==> src/sv/tdpf_div_cell.sv <==
// one restoring division step cell of the remainder chain
`default_nettype none
module tdpf_div_cell #(
    parameter int WIDTH = 32
) (
    input  wire              i_clk,
    input  wire              i_rst_n,
    input  wire              i_valid,
    input  wire  [WIDTH-1:0] i_divisor,
    input  wire  [WIDTH-1:0] i_rem,
    input  wire              i_bit,
    output logic             o_valid,
    output logic [WIDTH-1:0] o_divisor,
    output logic [WIDTH-1:0] o_rem
);

    logic [WIDTH:0] shifted;
    logic [WIDTH:0] diff;
    logic           ge;

    always_comb begin
        shifted = {i_rem, i_bit};
        diff    = shifted - {1'b0, i_divisor};
        ge      = shifted >= {1'b0, i_divisor};
    end

    always_ff @(posedge i_clk) begin
        if (!i_rst_n) begin
            o_valid <= 1'b0;
        end else begin
            o_valid <= i_valid;
        end
    end

    always_ff @(posedge i_clk) begin
        o_divisor <= i_divisor;
        o_rem     <= ge ? diff[WIDTH-1:0] : shifted[WIDTH-1:0];
    end

endmodule
`default_nettype wire

==> config.mk <==
export PLATFORM = sky130hd
export DESIGN_NAME = tdpf_div_cell
export DESIGN_NICKNAME = d
export VERILOG_FILES = /design/src/sv/tdpf_div_cell.sv
export SDC_FILE = /design/constraint.sdc
export NUM_CORES = 1
export LEC_CHECK = 0
export BUFFER_PORTS_ARGS = -buffer_cell sky130_fd_sc_hd__buf_2
export CAP_MARGIN = 20
export CORE_ASPECT_RATIO = 0.9
export CORE_MARGIN = 1
export CORE_UTILIZATION = 53
export DETAILED_ROUTE_END_ITERATION = 10
export GPL_TIMING_DRIVEN = 0
export PLACE_DENSITY = 0.95
export SLEW_MARGIN = 20
export SYNTH_ARGS = -nofsm -noshare
export SYNTH_HDL_FRONTEND = slang
export SYNTH_SLANG_ARGS = --single-unit
==> constraint.sdc <==
create_clock -name i_clk -period 8.1 [get_ports i_clk]
set_input_delay 0.405 -clock i_clk [delete_from_list [all_inputs] [get_ports i_clk]]
set_output_delay 0.405 -clock i_clk [all_outputs]
set_load 0.01 [all_outputs]
# Word level (Yosys, flattened, before mapping)
# Cells that the tools add are included.
[classes]
n_addsub = 1
order_cmp = 1
mux = 1
[ops]
columns = ["operator", "count"]
rows = [
  ["$ge A33 B32 Y1", 1],
  ["$mux W32", 1],
  ["$sub A32 B32 Y32", 1],
]
[word_totals]
regBits = 65
in_bits = 68
output_inout_bits = 65
elab_cells = 6

# Depth between registers and ports, before layout
# Gate-level depths: netlist of run 1.
[logic_depth]
word_depth = 2
mapped_depth = 13
ltp_nobuf = 12

# Worst setup path after synthesis of run 1
# Ideal clock, no wire load.
[synth_timing]
path_kind = "input port to flip-flop"
from = "input i_bit"
to = "register o_rem[28]"
setup_time_ns = 0.121
t_arrival_ns = 2.710
required_time_ns = 7.979
path_slack_ns = 5.270
stages = 12
path_buffers = 0
path_cell_list = "inv_1 > ha_1 > inv_1 > fa_1 > a21o_1 > a221oi_4 > o2111ai_1 > a31o_1 > a221oi_4 > o221ai_2 > xor2_1 > mux2_2"
[synth_between]
elab_chain_cells = 2
word_cells_on_any_way = 3
classes_between = "add/sub: 1; order compare: 1; mux: 1"
[synth_rtl]
columns = ["item", "line_no", "rtl"]
rows = [
  ["start: declaration", "11", "input wire i_bit,"],
  ["$sub A32 B32 Y32 or $ge A33 B32 Y1 (tied branches)", "23, 24", ""],
  ["$mux W32 *", "37", "o_rem <= ge ? diff[WIDTH-1:0] : shifted[WIDTH-1:0];"],
  ["end signal: assignment", "37", ""],
  ["end: declaration", "14", "output logic [WIDTH-1:0] o_rem"],
]
# Mark *: on every way between the ends. The rest lies on a longest branch, timed or not.
# A chain may end at the register's enable or synchronous reset.

# Worst setup path after layout of run 1
# Same ends and word-level chain as after synthesis.

==> results of run 1 <==
[through the flow]
stage / utilization, % / hold WS (ns)
floorplan: - / 0.433
global placement: 68.4 / 0.522
detailed placement: 68.4 / 0.522
CTS: 71.7 / 0.146
global route: 71.7 / 0.132
finish: 71.7 / 0.147
[worst max-delay path by stage]
stage,from,end,slack [ns]
global placement,i_bit,o_rem[28],4.89
detailed placement,i_bit,o_rem[28],4.83
finish,i_bit,o_rem[28],5.15
floorplan,i_bit,o_rem[28],5.27
CTS,i_bit,o_rem[28],5.19
global route,i_bit,o_rem[22],5.07
[sequential cells by signal, indices dropped and copies added (netlist names)]
| register | flops |
|---|---|
| o_divisor | 32 |
| o_valid | 1 |
| o_rem | 32 |
[report_power, final]
group          total [W]  switching [W]  internal [W]
logic           0.000273       0.000158      0.000115
clock network   0.000285       0.000134      0.000151
registers       0.000371     0.00000876      0.000362
[cell type report]
type                            instances  share of cell area [%]
Sequential cell                        65                    29.0
Multi-Input combinational cell        285                    43.9
Inverter                               46                    3.85
Clock buffer                           10                    3.07
Clock inverter                          6                    1.51
Tap cell                               87                    2.43
Timing Repair Buffer                  132                    14.7
Buffer                                 15                    1.45
[worst max-delay path: cells and delay by family]
kind | cells | cell delay, ns
compound gates | 6 | 1.57
xor+xnor | 1 | 0.16
fa+ha+maj | 2 | 0.57
buf+inv | 3 | 0.24
mux | 1 | 0.26
[Yosys cell counts, drive strengths merged, types with 3 or more instances]
master / count / area share, %
nand3: 5 / 0.71
o21ai: 38 / 5.4
xor2: 13 / 3.2
a21o: 7 / 1.5
buf: 3 / 0.57
o21bai: 5 / 1.1
xnor2: 13 / 3.2
mux2: 5 / 1.6
inv: 46 / 4.9
a41oi: 3 / 0.75
dfxtp: 65 / 37
o2111ai: 3 / 0.75
o31ai: 4 / 0.86
nor3: 5 / 0.71
a31oi: 4 / 0.71
clkbuf: 12 / 1.3
nand2b: 5 / 0.89
o211ai: 5 / 1.1
nand4: 8 / 1.4
a21oi: 30 / 4.3
nor2: 17 / 1.8
nand2: 46 / 4.9
o21a: 8 / 1.7
a211oi: 4 / 0.86
ha: 32 / 11
[per-layer routing]
layer | vias to the layer above | share of wire, % | global-route usage, %
met1 | 1577 | 41 | 29.9
li1 | 1718 | - | -
met5 | - | 0 | 0
met3 | 36 | 7.2 | 7.48
met4 | 0 | 3.6 | 14.1
met2 | 178 | 49 | 48.4
[logic make-up after synthesis]
| kind of cell | count (synthesis) | share of synthesized area (%) |
|---|---|---|
| flops | 65 | 37.1 |
| mux | 5 | 1.61 |
| buf+inv | 61 | 6.78 |
| compound gates | 123 | 23.2 |
| xor+xnor | 26 | 6.49 |
| fa+ha+maj | 33 | 12.0 |
| simple gates | 98 | 12.9 |
[layout by cell type (no fill, tap or decap), types with 3 or more instances in the layout]
| master | instances |
|---|---|
| sky130_fd_sc_hd__nand4_1 | 8 |
| sky130_fd_sc_hd__ha_1 | 32 |
| sky130_fd_sc_hd__o31ai_1 | 4 |
| sky130_fd_sc_hd__nand2_1 | 46 |
| sky130_fd_sc_hd__o21bai_1 | 5 |
| sky130_fd_sc_hd__o21a_1 | 8 |
| sky130_fd_sc_hd__a41oi_1 | 3 |
| sky130_fd_sc_hd__o211ai_1 | 5 |
| sky130_fd_sc_hd__buf_2 | 133 |
| sky130_fd_sc_hd__o21ai_0 | 30 |
| sky130_fd_sc_hd__clkbuf_8 | 10 |
| sky130_fd_sc_hd__dfxtp_1 | 65 |
| sky130_fd_sc_hd__nor3_1 | 5 |
| sky130_fd_sc_hd__nand2b_1 | 5 |
| sky130_fd_sc_hd__inv_1 | 46 |
| sky130_fd_sc_hd__nand3_1 | 5 |
| sky130_fd_sc_hd__o2111ai_1 | 3 |
| sky130_fd_sc_hd__a31oi_1 | 4 |
| sky130_fd_sc_hd__clkbuf_1 | 12 |
| sky130_fd_sc_hd__mux2_2 | 4 |
| sky130_fd_sc_hd__xor2_1 | 13 |
| sky130_fd_sc_hd__nor2_1 | 17 |
| sky130_fd_sc_hd__a211oi_1 | 4 |
| sky130_fd_sc_hd__a21o_1 | 7 |
| sky130_fd_sc_hd__xnor2_1 | 13 |
| sky130_fd_sc_hd__o21ai_1 | 8 |
| sky130_fd_sc_hd__a21oi_1 | 30 |
==> results list, run 1 <==
- Post-synth EDFFs: 0
* Primary flip-flop cell chosen by synthesis mapping: sky130_fd_sc_hd__dfxtp_1
- Of the synthesized area, sequential elements account for 37.1%.
- The max-slew violation count was 0.
- The via count of the first global-routing pass is 3385.
- Floorplan core area: 6250 um^2
- A synthesized cell averages 8.53 um^2.
- Setup repair after global routing left no endpoint under its margin.
- Layout Cells excl Fill: 646
* Level count of the clock H-tree: 3
- Minimum period implied by the final worst setup slack: 2.95 ns
- In this run, placement finished with an instance count of 630.
* Number of distinct standard cells referenced by the synthesized netlist: 47
- For this run the aggregate overflow at the end of global routing stands at 0.
- Clock-pin slew was measured on the worst setup and hold paths at 0.08 ns.
* Worst max-slew margin expressed relative to the limit: 62.5%
- Summing over every cut layer, the via total after detailed routing is 3509.
- The clock passes through at most 2 buffers.
* Dpl cell area: 4280 um^2
- Number of buffers created by CTS: 9
- For this block, the initial DRC count from the detailed router was 209.
- Counting flops and latches in the post-synthesis netlist gives 65.
- Number of rows created at floorplan: 27
- Starting utilization of the core area: 56.1%
* Total Routed Length: 9320 um
- In the final routed layout, each cell accounts on average for 14.4 um.
- Per-cell via count in the routed design: 5.43
- Post-layout net count: 655
- Setup fix buffers added after clock tree synthesis: 0
- Overall power consumption after layout is estimated at 0.000929 W.
- When the netlist entered floorplanning its net count stood at 512.
* Hold Path Cell Cnt: 1
- N_diodes: 0
- For this design, the CTS-stage hold fixing added 0 buffers.
- Clock tree from TritonCTS: built
- Number of placed I/O pins: 133
* Total Negative Setup Slacks: 0 ns
- Wire length of the first global-routing pass: 14700 um
- Cell at the root of the clock tree: sky130_fd_sc_hd__clkbuf_8
- Entering global routing, the biggest net connects 13 pins.
- For this design the ratio of total power to cell area is 207 nW/um^2.
* Cell with the largest stage delay on the worst path: sky130_fd_sc_hd__fa_1
- Gates resized during post-CTS repair numbered 0.
- Layout filler cell count: 475
- Synthesized netlist cell count: 411
* Leak pwr: 2.22 nW
- In this run the worst hold path is classified as in -> reg.
- The die is 79.2 um tall.
- Endpoints failing setup: 0
- Final Hold Vio Count: 0
- Period utilisation layout: 36.4%
- FF+latch area: 1300 um^2
- After detailed routing, the number of remaining DRC violations is 0.
* Element type at the critical path end: flop
- Async set or reset register ratio after synthesis: 0%
- The die covers 6950 um^2.
- Measured along the x axis, the die boundary spans 87.7 um.
- For hold timing, the worst endpoint is o_divisor[11].
- RePlAce Congestion: 0.887
- For the worst setup path, the data arrival time is 3.21 ns.
- The setup path with the least slack is of type in -> reg.
- Maximum resistive drop on vdd: 0.108 mV
- The tool flagged a number of max-cap violations equal to 0.
- Once detail routing completed, the nets flagged for antenna violations numbered 0.
- Final HPWL DP: 7140 um
- Before antenna repair, the detailed router went through 5 iterations.
- Cell-by-cell listing of the critical path: buf_2 > inv_1 > ha_1 > inv_1 > fa_1 > a21o_1 > a221oi_4 > o2111ai_1 > a31o_1 > a221oi_4 > o221ai_2 > xor2_1 > mux2_2
- Initial antenna violation count: 0
- Outcome: completed
* Worst Min Path Start: i_divisor[11]
* Share of final-layout standard cells stronger than drive strength 1: 28.3%
- WP data required: 8.36 ns
* TritonCTS sink count: 65
- Prior to clock tree synthesis, the placed netlist has a worst setup slack of 4.83 ns.
- For this run, the slowest stage of the critical path takes 0.41 ns.
* Biggest fanout along the worst timing path: 4
* Post-synthesis to final-layout area growth: 27.8%
- Startpoint class of the critical path: input port
* Final Worst Setup Slack: 5.15 ns
- Buffers placed on the I/O ports in this run total 132.
- Total area of multi-input combinational cells: 1970 um^2
* GR Util All Layers: 27.5%
* Slew @ Worst Pin: 0.558 ns
- Mapped cell area: 3510 um^2
- Yosys warning count: 0
- Timing would allow up to 339 MHz.
* Final design area excluding fillers: 4480 um^2
Note: power is estimated with default switching activity, not from simulation.
==> inputs of run 2 (changes only) <==
Settings changed: CORE_UTILIZATION 53 to 49, PLACE_DENSITY 0.95 to 0.9.
Clock period 8.1 ns to 3.1 ns, I/O delays scaled along.
==> run 2 against run 1 <==
  * Setup slack got worse by 5.0 ns
  * Hold slack worse by 0.13 ns
  * Global-route usage down 1.5 points
  * Non-clock buffer count up 35
  * Critical path type unchanged
  * Critical endpoint unchanged
  * Largest cell class unchanged
  * Largest power group unchanged
  * Highest routed layer unchanged
==> results list, run 2 (same netlist as run 1, synthesis figures left out) <==
* Via count of the first global-routing pass: 3582 (+5.8%)
- The global-route wire length before repair was 15500 um (+5.4%).
- N_diodes: 0 (unchanged)
* Total area of multi-input combinational cells: 2000 um^2 (+1.8%)
- The worst setup path is of the in -> reg kind.
- Wire length per cell after detailed routing: 14.2 um (-1.6%)
* Die width: 91.2 um (+3.9%)
- Total Negative Setup Slacks: 0 ns (unchanged)
- Leaving out fill and tap cells, the most frequent cell in the layout is sky130_fd_sc_hd__buf_2.
* Slowest Stage Delay on Critical Path: 0.52 ns (+0.11 ns)
- Clock edge transition at the registers on the reported setup and hold paths: 0.08 ns (about the same)
- The critical path data required time came to 3.34 ns (-5.02 ns).
- The area taken by flip-flops and latches came to 1300 um^2 (unchanged).
* Post-route ant nets: 0 (unchanged)
* Class of the tightest hold or removal check: in -> reg
- STA classifies the critical path startpoint as an input port.
- Total vias in the final route: 3625 (+3.3%)
* Leading registers by flop count: o_divisor x32, o_rem x32, o_valid x1
* Period utilisation layout: 96.1%
* Die boundary height: 82.3 um (+3.9%)
- FMAX: 336 MHz
- Total Routed Length: 9710 um (+4.2%)
* Number of placed I/O pins: 133 (unchanged)
- Biggest fanout along the worst timing path: 3 (-1)
- Post-synthesis to final-layout area growth: 40.2%
* Cell at the root of the clock tree: sky130_fd_sc_hd__clkbuf_8
* Post-layout net count: 690 (+5.3%)
- Leak pwr: 2.40 nW (+8.2%)
- Outcome: completed
- The worst supply voltage drop on vdd came to 0.369 mV (+240%).
- The number of DRC markers in iteration 0 came to 130 (-38%).
* Clock tree from TritonCTS: built
- Layout filler cell count: 510 (+7.4%)
- The placement row count came to 28 (+3.7%).
- The headroom to the max-slew limit is 68.3% (+5.8 points).
- Die Area: 7500 um^2 (+8.0%)
- Cell with the largest stage delay on the worst path: sky130_fd_sc_hd__dlygate4sd3_1
- The smallest clock period supported by the final layout is computed as 2.98 ns.
- The number of max-cap violations was 0 (unchanged).
- Remaining DRCs: 0 (unchanged)
- STA classifies the critical path endpoint as a flop.
- The starting density of the core was 51.9% (-4.2 points).
* RePlAce Congestion: 0.852 (-3.9%)
- The iteration count of the initial detailed-routing pass came to 4 (-1).
- Maximum buffer depth of the clock tree: 2 (unchanged)
* Power per unit of standard cell area: 535 nW/um^2 (+160%)
* Final core utilization: 72.7% (+1.0 points)
- Largest net degree at the start of global routing: 13 (unchanged)
- The average via count per standard cell came to 5.30 (-2.4%).
- The core area is 6760 um^2 (+8.2%).
- Initial antenna violation count: 0 (unchanged)
- The HPWL reported at the end of detailed placement was 7030 um (-1.4%).
* Final Hold Vio Count: 0 (unchanged)
- Slew @ Worst Pin: 0.476 ns (-0.0821 ns)
- Port Buffers: 132 (unchanged)
* Most used cells in the layout excluding fill and tap cells: 132 x sky130_fd_sc_hd__buf_2, 65 x sky130_fd_sc_hd__dfxtp_1, 46 x sky130_fd_sc_hd__inv_1, 46 x sky130_fd_sc_hd__nand2_1
* Endpoints failing setup: 0 (unchanged)
* Crit path top cell by count: sky130_fd_sc_hd__a221oi_4
- The arrival time reported for the critical path endpoint was 3.22 ns (about the same).
* GR Util All Layers: 26.0% (-1.5 points)
- Share of final-layout standard cells stronger than drive strength 1: 28.8% (+0.52 points)
- The signal on the critical path passes through dlygate4sd3_1 > buf_2 > inv_1 > fa_1 > a21o_1 > a221oi_4 > o2111ai_1 > a31o_1 > a221oi_4 > o221ai_2 > xor2_1 > mux2_2.
- The clock sink count came to 65 (unchanged).
- The max-slew violation count came to 0 (unchanged).
* Number of buffers created by CTS: 9 (unchanged)
* Setup repair after global routing missed its margin: no
- The overflow left after global routing was 0 (unchanged).
* Level count of the clock H-tree: 3 (unchanged)
[run 2: through the flow]
step	instance area (um^2)	setup WS, ns	std cells	hold slack [ns]	total power (W)
after floorplan	3510	0.520	411	0.183	0.00144
after global placement	4280	0.144	633	0.272	0.00166
after detailed placement	4280	0.116	633	0.272	0.00169
after CTS	4850	0.0459	681	0.0104	0.00262
after global routing	4920	0.0178	684	0.0184	0.00276
final	4920	0.121	684	0.0166	0.00263
[run 2: worst paths after layout]
kind	to	start	depth (start not counted)	slack [ns]
max	o_rem[28]	i_divisor[1]	12	0.12
min	o_rem[8]	i_rem[7]	3	0.02
[run 2: critical path, delay by kind of cell]
family          cells  cell delay [ns]
buf+inv             3             0.68
mux                 1             0.26
fa+ha+maj           1             0.47
xor+xnor            1             0.16
compound gates      6             1.50
[run 2: area by class of cell]
class / count / share of cell area [%]
multi-input cells: 285 / 40.7
flip-flops and latches: 65 / 26.5
repair buffers: 168 / 20.6
inverters: 46 / 3.51
clock buffers: 10 / 2.80
clock inverters: 6 / 2.31
well taps: 90 / 2.29
plain buffers: 14 / 1.35
[run 2: what timing repair did]
| item | in CTS | in global routing |
|---|---|---|
| buffers inserted | 0 | 4 |
| hold endpoints to repair | 32 | 0 |
| hold buffers | 32 | 0 |
| endpoints found under the setup margin | 0 | 31 |
| gates resized for setup | 0 | 12 |
[run 2: per-layer routing]
metal | track usage, % | up-vias | wire, um
met3 | 5.86 | 20 | 541
li1 | - | 1792 | -
met5 | 0 | - | 0
met4 | 11.4 | 0 | 190
met1 | 28.2 | 1668 | 4080
met2 | 49.4 | 145 | 4900
[run 2: where the power goes]
group | switching (W) | total [W] | internal [W]
clock | 0.000344 | 0.000902 | 0.000558
sequential | 0.0000268 | 0.000973 | 0.000946
combinational | 0.000421 | 0.000758 | 0.000337
